[config.mk]
export PLATFORM = sky130hd
export DESIGN_NAME = circle_fan_tessellator_flat
export DESIGN_NICKNAME = d
export VERILOG_FILES = /design/src/rtl/cft_pkg.sv /design/src/rtl/cft_channels.sv /design/src/rtl/circle_fan_tessellator.sv /design/src/flat_wrapper.sv
export VERILOG_INCLUDE_DIRS = /design/src /design/src/rtl
export SDC_FILE = /design/constraint.sdc
export NUM_CORES = 2
export LEC_CHECK = 0
export BUFFER_PORTS_ARGS = -buffer_cell sky130_fd_sc_hd__buf_4
export CORE_MARGIN = 4
export CORE_UTILIZATION = 64
export CTS_CLUSTER_DIAMETER = 60
export DETAILED_ROUTE_END_ITERATION = 8
export PLACE_DENSITY = 0.78
export SLEW_MARGIN = 20
export SYNTH_ARGS = -nofsm -noshare
export SYNTH_HDL_FRONTEND = slang
export SYNTH_SLANG_ARGS = --single-unit
[constraint.sdc]
create_clock -name clock -period 23.6 [get_ports clock]
set_input_delay 0 -clock clock [delete_from_list [all_inputs] [get_ports clock]]
set_output_delay 0 -clock clock [all_outputs]
set_load 0.05 [all_outputs]
[src/rtl/circle_fan_tessellator_defines.svh]
// assertion helpers for the rtl
`ifndef CIRCLE_FAN_TESSELLATOR_DEFINES_SVH
`define CIRCLE_FAN_TESSELLATOR_DEFINES_SVH

// same-cycle implication, disabled during reset
`define CFT_ASSERT_NOW(label, clk, rst, ante, cons, msg) \
   label: assert property (@(posedge clk) disable iff (rst) (ante) |-> (cons)) else $error(msg);

// next-cycle implication, disabled during reset
`define CFT_ASSERT_NEXT(label, clk, rst, ante, cons, msg) \
   label: assert property (@(posedge clk) disable iff (rst) (ante) |=> (cons)) else $error(msg);

`endif

[src/rtl/cft_pkg.sv]
`timescale 1ns / 1ps
`default_nettype none
package cft_pkg;

   localparam int unsigned MAX_SEGMENTS_DEF = 34;
   localparam int unsigned SINE_TABLE_DEPTH = 1024;
   localparam int unsigned ANGLE_W          = $clog2(SINE_TABLE_DEPTH);
   localparam int unsigned QUARTER          = SINE_TABLE_DEPTH / 4;
   localparam int unsigned QUARTER_W        = $clog2(QUARTER);

   localparam int unsigned COORD_W  = 24;
   localparam int unsigned RADIUS_W = 23;
   localparam int unsigned CAP_W    = 6;
   localparam int unsigned COLOR_W  = 32;
   localparam int unsigned ZOOM_W   = 16;
   localparam int unsigned SIZE_W   = ZOOM_W + RADIUS_W;
   localparam int unsigned SEG_W    = 7;
   localparam int unsigned TRIG_W   = 16;
   localparam int unsigned PROD_W   = RADIUS_W + 1 + TRIG_W;

   localparam logic [ZOOM_W-1:0] ZOOM_RESET = ZOOM_W'(256);
   localparam logic [SIZE_W-1:0] SIZE_LIMIT = SIZE_W'(100 * 65536);
   localparam logic [SEG_W-1:0]  SEG_BASE   = SEG_W'(4);
   localparam logic [SEG_W-1:0]  SEG_FULL   = SEG_W'(34);
   // floor(v / 10) for v below 1029
   localparam logic [7:0]        TENTH_MUL  = 8'd205;
   localparam int unsigned       TENTH_SH   = 11;
   localparam logic signed [PROD_W-1:0] ROUND_HALF = PROD_W'(8192);
   localparam int unsigned       TRIG_FRAC  = 14;

   localparam logic signed [COORD_W:0] COORD_MAX = (COORD_W+1)'(8388607);
   localparam logic signed [COORD_W:0] COORD_MIN = -(COORD_W+1)'(8388608);

   typedef logic signed [TRIG_W-1:0] trig_type;
   typedef logic [14:0]              qsin_type;
   typedef qsin_type                 qsin_tab_type [QUARTER];

   typedef enum logic [1:0] {
      CFT_IDLE,
      CFT_DIVIDE,
      CFT_WALK
   } walk_state_type;

   typedef struct packed {
      logic signed [COORD_W-1:0] center_x;
      logic signed [COORD_W-1:0] center_y;
      logic [RADIUS_W-1:0]       radius;
      logic [CAP_W-1:0]          max_points;
      logic [COLOR_W-1:0]        fill_color;
   } req_type;

   typedef struct packed {
      logic signed [COORD_W-1:0] hub_x;
      logic signed [COORD_W-1:0] hub_y;
      logic signed [COORD_W-1:0] rim_start_x;
      logic signed [COORD_W-1:0] rim_start_y;
      logic signed [COORD_W-1:0] rim_end_x;
      logic signed [COORD_W-1:0] rim_end_y;
      logic [COLOR_W-1:0]        tri_color;
      logic                      last_triangle;
   } rsp_type;

   typedef struct packed {
      logic signed [COORD_W-1:0] cx;
      logic signed [COORD_W-1:0] cy;
      logic [RADIUS_W-1:0]       radius;
      logic [COLOR_W-1:0]        color;
   } ctx_type;

   // quarter-wave sine series, evaluated at elaboration only
   function automatic qsin_type quarter_sine(input longint unsigned r);
      longint unsigned a;
      longint unsigned a2;
      longint unsigned term;
      longint          sum;
      int              n;
      a    = r * 64'd1686629713 / SINE_TABLE_DEPTH;
      a2   = (a * a) >> 30;
      term = a;
      sum  = longint'(a);
      for (n = 1; n <= 7; n++) begin
         term = ((term * a2) >> 30) / 64'((2 * n) * (2 * n + 1));
         if (n % 2 == 1) begin
            sum = sum - longint'(term);
         end else begin
            sum = sum + longint'(term);
         end
      end
      if (sum < 0) begin
         sum = 0;
      end
      sum = (sum + 32768) >>> 16;
      if (sum > 16384) begin
         sum = 16384;
      end
      return qsin_type'(sum);
   endfunction

   function automatic qsin_tab_type build_qsin();
      qsin_tab_type t;
      for (int j = 0; j < QUARTER; j++) begin
         t[j] = quarter_sine(longint'(4 * j));
      end
      return t;
   endfunction

   localparam qsin_tab_type QSIN_TAB = build_qsin();
   localparam qsin_type     QSIN_TOP = quarter_sine(longint'(SINE_TABLE_DEPTH));

   // signed sine for quadrant and offset within the quadrant
   function automatic trig_type trig_at(input logic [1:0] quad,
                                        input logic [QUARTER_W-1:0] j);
      logic [QUARTER_W:0] idx;
      qsin_type           mag;
      idx = quad[0] ? ((QUARTER_W+1)'(QUARTER) - {1'b0, j}) : {1'b0, j};
      mag = idx[QUARTER_W] ? QSIN_TOP : QSIN_TAB[idx[QUARTER_W-1:0]];
      return quad[1] ? -trig_type'({1'b0, mag}) : trig_type'({1'b0, mag});
   endfunction

endpackage
`default_nettype wire

[src/rtl/cft_channels.sv]
`timescale 1ns / 1ps
`default_nettype none
interface cft_req_if import cft_pkg::*; ();
   logic    valid;
   logic    ready;
   req_type payload;
   modport source (output valid, output payload, input ready);
   modport sink (input valid, input payload, output ready);
endinterface

interface cft_rsp_if import cft_pkg::*; ();
   logic    valid;
   logic    ready;
   rsp_type payload;
   modport source (output valid, output payload, input ready);
   modport sink (input valid, input payload, output ready);
endinterface

interface cft_csr_if import cft_pkg::*; ();
   logic              valid;
   logic              ready;
   logic [ZOOM_W-1:0] payload;
   modport source (output valid, output payload, input ready);
   modport sink (input valid, input payload, output ready);
endinterface
`default_nettype wire

[src/rtl/circle_fan_tessellator.sv]
`timescale 1ns / 1ps
`default_nettype none
// circle fan tessellator
// req_ch takes one circle (center, radius, segment cap, color) per item;
// rsp_ch gives one triangle per item: hub, rim start, rim end, color and a
// last flag on the final triangle of the circle. csr_ch writes view_zoom and
// is always ready; the user must write it only while the block is idle, and
// the block itself does not enforce this. a circle goes through two intake
// stages (zoom multiply, segment count), then a restoring divide of the table
// depth by the count, then the angle walker emits count + 1 rim angles, one
// per cycle while rsp_ch does not stall. each angle runs the point pipe
// (table, multiply, round and saturate, pair); the first triangle shows once
// the second rim point is paired and the rest follow at the same rate. the
// walker handles one circle at a time; the intake stages can hold the next
// two circles meanwhile. a circle with zero segments gives nothing
// reset (synchronous) empties every stage and sets view_zoom to 1.0
// a stall on rsp_ch freezes the angle walk and point pipe together, nothing
// is lost or repeated; intake keeps filling until its two stages are full
module circle_fan_tessellator
   import cft_pkg::*;
#(
   parameter int unsigned MAX_SEGMENTS = MAX_SEGMENTS_DEF
) (
   input  wire logic  clock,
   input  wire logic  reset,
   cft_req_if.sink    req_ch,
   cft_rsp_if.source  rsp_ch,
   cft_csr_if.sink    csr_ch
);

   localparam int unsigned NW    = $clog2(MAX_SEGMENTS + 1);
   localparam int unsigned CNT_W = $clog2(ANGLE_W + 1);
   localparam logic [ANGLE_W:0] DIVIDEND = (ANGLE_W+1)'(SINE_TABLE_DEPTH);

   `include "circle_fan_tessellator_defines.svh"

   // config register
   logic [ZOOM_W-1:0] zoom_ff;

   // intake stage 1: apparent size
   logic              f1_valid_ff;
   logic [SIZE_W-1:0] f1_size_ff;
   logic [CAP_W-1:0]  f1_cap_ff;
   ctx_type           f1_ctx_ff;
   // intake stage 2: segment count
   logic              f2_valid_ff;
   logic [NW-1:0]     f2_n_ff;
   ctx_type           f2_ctx_ff;

   logic              f1_free;
   logic              f2_free;

   // segment count math
   logic [SIZE_W+1:0] size3;
   logic [8:0]        size_pix;
   logic [15:0]       tenth_prod;
   logic [SEG_W-1:0]  seg_raw;
   logic [SEG_W-1:0]  seg_cap;
   logic [SEG_W-1:0]  seg_fin;

   // walker
   walk_state_type    state_ff;
   walk_state_type    state_in;
   logic [NW-1:0]     n_ff;
   ctx_type           w_ctx_ff;
   logic [CNT_W-1:0]  div_cnt_ff;
   logic [NW-1:0]     div_rem_ff;
   logic [ANGLE_W:0]  div_q_ff;
   logic [NW-1:0]     idx_ff;
   logic [ANGLE_W-1:0] k_ff;
   logic [NW-1:0]     frac_ff;
   logic [NW:0]       rem_sh;
   logic              rem_ge;
   logic [NW:0]       frac_sum;
   logic              frac_carry;
   logic              w_load;
   logic              w_emit;

   // pipeline advance, shared by walker and point pipe
   logic              en;

   // point pipe
   logic              p0_valid_ff, p1_valid_ff, p2_valid_ff, p3_valid_ff;
   logic              p0_first_ff, p1_first_ff, p2_first_ff, p3_first_ff;
   logic              p0_last_ff, p1_last_ff, p2_last_ff, p3_last_ff;
   ctx_type           p0_ctx_ff, p1_ctx_ff, p2_ctx_ff, p3_ctx_ff;
   logic [ANGLE_W-1:0] p0_k_ff;
   trig_type          p1_sin_ff, p1_cos_ff;
   logic signed [PROD_W-1:0] p2_px_ff, p2_py_ff;
   logic signed [COORD_W-1:0] p3_x_ff, p3_y_ff;
   logic signed [COORD_W-1:0] prev_x_ff, prev_y_ff;
   logic signed [COORD_W-1:0] rim_x, rim_y;

   logic              rsp_valid_ff;
   rsp_type           rsp_ff;

   // round to nearest at the trig scale, add the center, clamp to 24 bits
   function automatic logic signed [COORD_W-1:0] rim_point(
      input logic signed [COORD_W-1:0] center,
      input logic signed [PROD_W-1:0]  prod);
      logic signed [PROD_W-1:0]  rounded;
      logic signed [COORD_W+2:0] off;
      logic signed [COORD_W+2:0] sum;
      rounded = prod + ROUND_HALF;
      off     = (COORD_W+3)'(rounded >>> TRIG_FRAC);
      sum     = (COORD_W+3)'(center) + off;
      if (sum > (COORD_W+3)'(COORD_MAX)) begin
         sum = (COORD_W+3)'(COORD_MAX);
      end else if (sum < (COORD_W+3)'(COORD_MIN)) begin
         sum = (COORD_W+3)'(COORD_MIN);
      end
      return COORD_W'(sum);
   endfunction

   // ---------------------------------------------------------------
   // configuration
   // ---------------------------------------------------------------
   assign csr_ch.ready = 1'b1;

   always_ff @(posedge clock) begin
      if (reset) begin
         zoom_ff <= ZOOM_RESET;
      end else if (csr_ch.valid) begin
         zoom_ff <= csr_ch.payload;
      end
   end

   // ---------------------------------------------------------------
   // intake: size = zoom * radius, then the segment count
   // ---------------------------------------------------------------
   assign f2_free      = !f2_valid_ff || w_load;
   assign f1_free      = !f1_valid_ff || f2_free;
   assign req_ch.ready = f1_free;

   always_ff @(posedge clock) begin
      if (reset) begin
         f1_valid_ff <= 1'b0;
      end else if (f1_free) begin
         f1_valid_ff <= req_ch.valid;
      end
   end

   always_ff @(posedge clock) begin
      if (f1_free && req_ch.valid) begin
         f1_size_ff       <= SIZE_W'(zoom_ff) * SIZE_W'(req_ch.payload.radius);
         f1_cap_ff        <= req_ch.payload.max_points;
         f1_ctx_ff.cx     <= req_ch.payload.center_x;
         f1_ctx_ff.cy     <= req_ch.payload.center_y;
         f1_ctx_ff.radius <= req_ch.payload.radius;
         f1_ctx_ff.color  <= req_ch.payload.fill_color;
      end
   end

   // below the limit, 30 * size / (100 << 16) = floor(((3 * size) >> 16) / 10)
   always_comb begin
      size3      = {2'b00, f1_size_ff} + {1'b0, f1_size_ff, 1'b0};
      size_pix   = size3[16 +: 9];
      tenth_prod = 16'(size_pix) * 16'(TENTH_MUL);
      if (f1_size_ff >= SIZE_LIMIT) begin
         seg_raw = SEG_FULL;
      end else begin
         seg_raw = SEG_BASE + SEG_W'(tenth_prod >> TENTH_SH);
      end
      seg_cap = (seg_raw > {1'b0, f1_cap_ff}) ? {1'b0, f1_cap_ff} : seg_raw;
      seg_fin = (seg_cap > SEG_W'(MAX_SEGMENTS)) ? SEG_W'(MAX_SEGMENTS) : seg_cap;
   end

   always_ff @(posedge clock) begin
      if (reset) begin
         f2_valid_ff <= 1'b0;
      end else if (f2_free) begin
         f2_valid_ff <= f1_valid_ff;
      end
   end

   always_ff @(posedge clock) begin
      if (f2_free && f1_valid_ff) begin
         f2_n_ff   <= NW'(seg_fin);
         f2_ctx_ff <= f1_ctx_ff;
      end
   end

   // ---------------------------------------------------------------
   // angle walker: divide depth by n, then step k by depth / n with
   // a remainder carry so k_i = round(i * depth / n)
   // ---------------------------------------------------------------
   always_comb begin
      state_in = state_ff;
      unique case (state_ff)
         CFT_IDLE: begin
            if (f2_valid_ff && (f2_n_ff != '0)) begin
               state_in = CFT_DIVIDE;
            end
         end
         CFT_DIVIDE: begin
            if (div_cnt_ff == '0) begin
               state_in = CFT_WALK;
            end
         end
         CFT_WALK: begin
            if (en && (idx_ff == n_ff)) begin
               state_in = CFT_IDLE;
            end
         end
         default: state_in = CFT_IDLE;
      endcase
   end

   always_comb begin
      w_load = 1'b0;
      w_emit = 1'b0;
      unique case (state_ff)
         CFT_IDLE:   w_load = f2_valid_ff;
         CFT_DIVIDE: w_emit = 1'b0;
         CFT_WALK:   w_emit = en;
         default:    w_load = 1'b0;
      endcase
   end

   always_ff @(posedge clock) begin
      if (reset) begin
         state_ff <= CFT_IDLE;
      end else begin
         state_ff <= state_in;
      end
   end

   always_comb begin
      rem_sh     = {div_rem_ff, DIVIDEND[div_cnt_ff]};
      rem_ge     = rem_sh >= {1'b0, n_ff};
      frac_sum   = {1'b0, frac_ff} + {1'b0, div_rem_ff};
      frac_carry = frac_sum >= {1'b0, n_ff};
   end

   always_ff @(posedge clock) begin
      if (w_load) begin
         n_ff       <= f2_n_ff;
         w_ctx_ff   <= f2_ctx_ff;
         div_cnt_ff <= CNT_W'(ANGLE_W);
         div_rem_ff <= '0;
         div_q_ff   <= '0;
         idx_ff     <= '0;
         k_ff       <= '0;
         frac_ff    <= f2_n_ff >> 1;
      end else if (state_ff == CFT_DIVIDE) begin
         div_rem_ff <= rem_ge ? NW'(rem_sh - {1'b0, n_ff}) : NW'(rem_sh);
         div_q_ff   <= {div_q_ff[ANGLE_W-1:0], rem_ge};
         div_cnt_ff <= div_cnt_ff - 1'b1;
      end else if (w_emit) begin
         idx_ff  <= idx_ff + 1'b1;
         frac_ff <= frac_carry ? NW'(frac_sum - {1'b0, n_ff}) : NW'(frac_sum);
         k_ff    <= k_ff + ANGLE_W'(div_q_ff) + ANGLE_W'(frac_carry);
      end
   end

   // ---------------------------------------------------------------
   // point pipe, all stages move on en
   // ---------------------------------------------------------------
   assign en = !rsp_valid_ff || rsp_ch.ready;

   always_ff @(posedge clock) begin
      if (reset) begin
         p0_valid_ff  <= 1'b0;
         p1_valid_ff  <= 1'b0;
         p2_valid_ff  <= 1'b0;
         p3_valid_ff  <= 1'b0;
         rsp_valid_ff <= 1'b0;
      end else if (en) begin
         p0_valid_ff  <= w_emit;
         p1_valid_ff  <= p0_valid_ff;
         p2_valid_ff  <= p1_valid_ff;
         p3_valid_ff  <= p2_valid_ff;
         rsp_valid_ff <= p3_valid_ff && !p3_first_ff;
      end
   end

   assign rim_x = rim_point(p2_ctx_ff.cx, p2_px_ff);
   assign rim_y = rim_point(p2_ctx_ff.cy, p2_py_ff);

   always_ff @(posedge clock) begin
      if (en) begin
         // angle index and its place in the circle
         p0_k_ff     <= k_ff;
         p0_first_ff <= idx_ff == '0;
         p0_last_ff  <= idx_ff == n_ff;
         p0_ctx_ff   <= w_ctx_ff;
         // sine and cosine (a quarter turn ahead)
         p1_sin_ff   <= trig_at(p0_k_ff[ANGLE_W-1 -: 2], p0_k_ff[QUARTER_W-1:0]);
         p1_cos_ff   <= trig_at(p0_k_ff[ANGLE_W-1 -: 2] + 2'd1,
                                p0_k_ff[QUARTER_W-1:0]);
         p1_first_ff <= p0_first_ff;
         p1_last_ff  <= p0_last_ff;
         p1_ctx_ff   <= p0_ctx_ff;
         // radius times trig
         p2_px_ff    <= $signed({1'b0, p1_ctx_ff.radius}) * p1_cos_ff;
         p2_py_ff    <= $signed({1'b0, p1_ctx_ff.radius}) * p1_sin_ff;
         p2_first_ff <= p1_first_ff;
         p2_last_ff  <= p1_last_ff;
         p2_ctx_ff   <= p1_ctx_ff;
         // rim point
         p3_x_ff     <= rim_x;
         p3_y_ff     <= rim_y;
         p3_first_ff <= p2_first_ff;
         p3_last_ff  <= p2_last_ff;
         p3_ctx_ff   <= p2_ctx_ff;
      end
   end

   // pair each rim point with the one before it
   always_ff @(posedge clock) begin
      if (en && p3_valid_ff) begin
         prev_x_ff <= p3_x_ff;
         prev_y_ff <= p3_y_ff;
         if (!p3_first_ff) begin
            rsp_ff.hub_x         <= p3_ctx_ff.cx;
            rsp_ff.hub_y         <= p3_ctx_ff.cy;
            rsp_ff.rim_start_x   <= prev_x_ff;
            rsp_ff.rim_start_y   <= prev_y_ff;
            rsp_ff.rim_end_x     <= p3_x_ff;
            rsp_ff.rim_end_y     <= p3_y_ff;
            rsp_ff.tri_color     <= p3_ctx_ff.color;
            rsp_ff.last_triangle <= p3_last_ff;
         end
      end
   end

   assign rsp_ch.valid   = rsp_valid_ff;
   assign rsp_ch.payload = rsp_ff;

   // ---------------------------------------------------------------
   // checks
   // ---------------------------------------------------------------
   `CFT_ASSERT_NOW(a_walk_has_segments, clock, reset, state_ff == CFT_WALK, n_ff != '0, "walking a circle with no segments")
   `CFT_ASSERT_NEXT(a_divide_ends, clock, reset, (state_ff == CFT_DIVIDE) && (div_cnt_ff == '0), state_ff == CFT_WALK, "divide did not hand over to walk")
   `CFT_ASSERT_NEXT(a_walk_ends, clock, reset, (state_ff == CFT_WALK) && en && (idx_ff == n_ff), (state_ff == CFT_IDLE) && p0_valid_ff && p0_last_ff, "closing angle not issued")
   `CFT_ASSERT_NOW(a_closing_angle, clock, reset, p0_valid_ff && p0_last_ff, p0_k_ff == '0, "closing angle is not zero")

endmodule
`default_nettype wire
[src/flat_wrapper.sv]
// flat-port wrapper written by rule: the top's interface ports become plain ports
module circle_fan_tessellator_flat import cft_pkg::*;
#(
   parameter int unsigned MAX_SEGMENTS = MAX_SEGMENTS_DEF
)
  (clock, reset, req_ch_valid, req_ch_payload, req_ch_ready, rsp_ch_valid, rsp_ch_payload, rsp_ch_ready, csr_ch_valid, csr_ch_payload, csr_ch_ready);
  cft_req_if req_ch_i ();
  cft_rsp_if rsp_ch_i ();
  cft_csr_if csr_ch_i ();
  input  wire logic clock;
  input  wire logic reset;
  input wire logic [$bits(req_ch_i.valid)-1:0] req_ch_valid;
  input wire logic [$bits(req_ch_i.payload)-1:0] req_ch_payload;
  output wire logic [$bits(req_ch_i.ready)-1:0] req_ch_ready;
  output wire logic [$bits(rsp_ch_i.valid)-1:0] rsp_ch_valid;
  output wire logic [$bits(rsp_ch_i.payload)-1:0] rsp_ch_payload;
  input wire logic [$bits(rsp_ch_i.ready)-1:0] rsp_ch_ready;
  input wire logic [$bits(csr_ch_i.valid)-1:0] csr_ch_valid;
  input wire logic [$bits(csr_ch_i.payload)-1:0] csr_ch_payload;
  output wire logic [$bits(csr_ch_i.ready)-1:0] csr_ch_ready;
  assign req_ch_i.valid = req_ch_valid;
  assign req_ch_i.payload = req_ch_payload;
  assign req_ch_ready = req_ch_i.ready;
  assign rsp_ch_valid = rsp_ch_i.valid;
  assign rsp_ch_payload = rsp_ch_i.payload;
  assign rsp_ch_i.ready = rsp_ch_ready;
  assign csr_ch_i.valid = csr_ch_valid;
  assign csr_ch_i.payload = csr_ch_payload;
  assign csr_ch_ready = csr_ch_i.ready;
  circle_fan_tessellator #(.MAX_SEGMENTS(MAX_SEGMENTS)) u_core (.clock(clock), .reset(reset), .req_ch(req_ch_i), .rsp_ch(rsp_ch_i), .csr_ch(csr_ch_i));
endmodule
==> run_results.csv <==
group,metric,value,unit
floorplan,die-area,143800,um2
worst_hold_path,holdPathEnd,"u_core.f1_ctx_ff[47]",
power,clockPowerShare,0.184,
job,cap_violations,0,
global_routing,grt_pass1_vias,67606,
clock_network,cts_buffers,131,
floorplan,start_util,0.6477,
power,leakage,42.23,nW
timing,drv_slew,0,
synthesis,syn_avg_cell_area,10.99,um2
cells_and_area,final_area,99350,um2
clock_network,htreeDepth,4,
timing,post-route-period-util,0.3932,
drt,wire_per_inst,24.31,um
clock_network,cts_sinks,1177,
power,p_sw,4.957,mW
timing,skew,0.06055,ns
cells_and_area,areaGrowthSynthToFinish,12.66,%
critical_path,criticalPathCategory,"register to register",
power,irDropWorstVdd,0.0008572,V
critical_path,cp-end-kind,"register",
power,p_int,6.474,mW
critical_path,ff2ff_path_depth,35,
floorplan,coreArea,136100,um2
critical_path,crit_top_cell,"ha_1",
timing,fmax,0.1078,GHz
synthesis,netlist_area,88190,um2
placed_design,dp_slack,14.45,ns
synthesis,synth_cell_types,102,
critical_path,critical-path-top-delay-family,"compound AO/OA/AOI/OAI gates",
critical_path,critPathMaxFanout,14,
drt,drt_iter0_markers,6922,
global_routing,grt_max_degree,151,
cells_and_area,ff_latch_area,34720,um2
timing,hold_violations,0,
synthesis,yosysWarningCount,0,
worst_hold_path,hp-class,"primary input to register",
critical_path,slowest_delay,0.56,ns
global_routing,antenna_found_initial,10,
power,power_frac_seq,0.230,
power,switching_share,0.4337,
cells_and_area,layout_commonest_cell,"inv_1",
clock_network,insertion_delay,0.79,ns
power,pwr-share-comb,0.586,
timing,setup_viol,0,
drt,drtPass1Iterations,7,
synthesis,syn-num-nets,9627,
global_routing,grt.overflow.total,0,
clock_network,cts-root-buf,"clkbuf_16",
cells_and_area,multi_input_area,47610,um2
global_routing,track_usage,0.3530,
critical_path,required,24.10,ns
critical_path,r2r_start,"u_core.f1_size_ff[16]",
synthesis,synth-main-ff-cell,"edfxtp_1",
drt,num_vias,64483,
critical_path,crit_path_start_kind,"register",
worst_hold_path,hold_depth,2,
synthesis,synth-edff-count,1114,
synthesis,netlist_instances,8025,
worst_hold_path,min-delay-start,"req_ch_payload[53]",
placed_design,placed_area,92140,um2
timing,tightest_slew,1.186,ns
clock_network,cts_resized,0,
placed_design,place.port_buffers,308,
status,outcome,"finished clean",
clock_network,cts_buffer_depth,3,
placed_design,place_hpwl,167000,um
timing,max_slew_margin,0.2069,
timing,fin_ws,14.32,ns
drt,ant_nets,0,
power,power.density,115.1,nW/um2
drt,drc,0,
floorplan,ios,310,
global_routing,grt_pass1_wl,388600,um
critical_path,critical_path_arrival,9.78,ns
power,power,11.43,mW
synthesis,ys_async_sr_fraction,0,
critical_path,ff2ff_setup_slack,14.32,ns
critical_path,path_buf_inv,0,
clock_network,path_clk_slew,0.06,ns
critical_path,crit_slowest_cell,"fa_1",
floorplan,rows,135,
cells_and_area,n_fill_cell,9047,
cells_and_area,drive_gt1_frac,0.08777,
timing,setup_tns,0,ns
cells_and_area,final_util,0.7297,
clock_network,cts_tree,"done",
floorplan,dieWidth,379.2,um
cells_and_area,final_cell_mix,"1120 x inv_1, 1114 x edfxtp_1, 953 x nand2_1, 895 x fa_1, 576 x ha_1",
timing,rsz0062_at_grt,"false",
timing,layout_min_cycle_time,9.280,ns
drt,via_per_inst,6.240,
floorplan,die_h,379.2,um
placed_design,place.gp.congestion,0.9514,
cells_and_area,layout.nets,10041,
synthesis,seq_area_frac_synth,0.3936,
drt,drt-total-wl,251200,um
synthesis,synth-seq-cells,1177,
clock_network,post_cts.repair.setup_buffers,0,
critical_path,reg2reg_to,"u_core.f2_n_ff[1]",
[area by class of cell]
type                            instances  share of cell area
Multi-Input combinational cell       5291              0.4792
Inverter                             1129             0.04281
Tap cell                             1781             0.02243
Clock inverter                         89             0.01103
Clock buffer                          150             0.03423
Sequential cell                      1177              0.3494
Timing Repair Buffer                  709             0.06069
Antenna cell                            7           0.0001763
[timing repair]
| action | in CTS | in global routing |
|---|---|---|
| hold buffers | 262 | 0 |
| setup endpoints to repair | 0 | 0 |
| hold endpoints to repair | 181 | 0 |
[synthesized netlist by cell type, types with 74 or more instances]
cell | n | share of area
inv_1 | 1123 | 0.048
edfxtp_1 | 1114 | 0.38
nand2_1 | 954 | 0.041
fa_1 | 895 | 0.20
ha_1 | 577 | 0.082
and2_1 | 378 | 0.027
a21oi_1 | 320 | 0.018
clkbuf_1 | 317 | 0.013
nor2_1 | 273 | 0.012
o21ai_0 | 253 | 0.014
xnor2_1 | 185 | 0.018
nand3_1 | 120 | 0.0068
a21o_1 | 103 | 0.0088
xor2_1 | 91 | 0.0090
nor3_1 | 90 | 0.0051
nand2b_1 | 84 | 0.0060
o211ai_1 | 76 | 0.0065
buf_2 | 74 | 0.0042
[power groups by stage]
stage / registers, mW / clock network, mW / logic [mW]
4_1_cts: 2.63 / 2.11 / 6.64
5_1_grt: 2.65 / 2.23 / 7.54
2_1_floorplan: 2.62 / 0 / 5.02
6_report: 2.63 / 2.10 / 6.70
3_5_place_dp: 2.67 / 0 / 6.51
3_3_place_gp: 2.66 / 0 / 6.48
[worst max-delay path by stage]
stage,from,slack [ns],end,cells past startpoint
finish,u_core.f1_size_ff[16],14.32,u_core.f2_n_ff[1],35
global route,u_core.f1_size_ff[16],13.50,u_core.f2_n_ff[0],36
CTS,u_core.f1_size_ff[16],14.34,u_core.f2_n_ff[1],35
detailed placement,u_core.f1_size_ff[16],14.45,u_core.f2_n_ff[1],35
global placement,u_core.f1_size_ff[15],14.35,u_core.f2_n_ff[1],35
floorplan,u_core.rsp_ch.valid,2.14,u_core.rsp_ch.payload[0],5
[metal layers]
layer  vias up  global-route usage  part of all wire  wire (um)
met1     31944              0.4439              0.37      93480
met2      3630              0.5770              0.48     119700
li1      27997                   -                 -          -
met4         4              0.1737             0.053      13440
met5         -                   0           0.00011         28
met3       908             0.08481             0.098      24570
[per-stage QoR]
stage / std cells / hold WS [ns]
finish: 10333 / 0.1725
global route: 10329 / 0.1502
CTS: 10323 / 0.05742
detailed placement: 9822 / 0.1793
global placement: 9822 / 0.1781
floorplan: 8025 / 0.09887
[cells by family (layout without fill, tap and decap cells)]
logic type      count (synthesis)  in the layout  share of synthesized area
xor+xnor                      279            279                    0.02811
other cells                     1              8                 0.00004252
buf+inv                      1557           2077                    0.06837
fa+ha+maj                    1472           1472                     0.2850
compound gates               1330           1330                     0.1008
simple gates                 2149           2149                     0.1161
flops                        1177           1177                     0.3936
mux                            60             60                   0.007960
[flip-flops by register name (all words and copies together), names as in the netlist, 39 cells and up]
name,cells
u_core.f1_size_ff,39
u_core.f2_ctx_ff,103
u_core.p2_ctx_ff,80
u_core.w_ctx_ff,103
u_core.p1_ctx_ff,103
u_core.p3_ctx_ff,80
u_core.p0_ctx_ff,103
u_core.rsp_ch.payload,177
u_core.f1_ctx_ff,103
(Power assumes the default switching activity.)
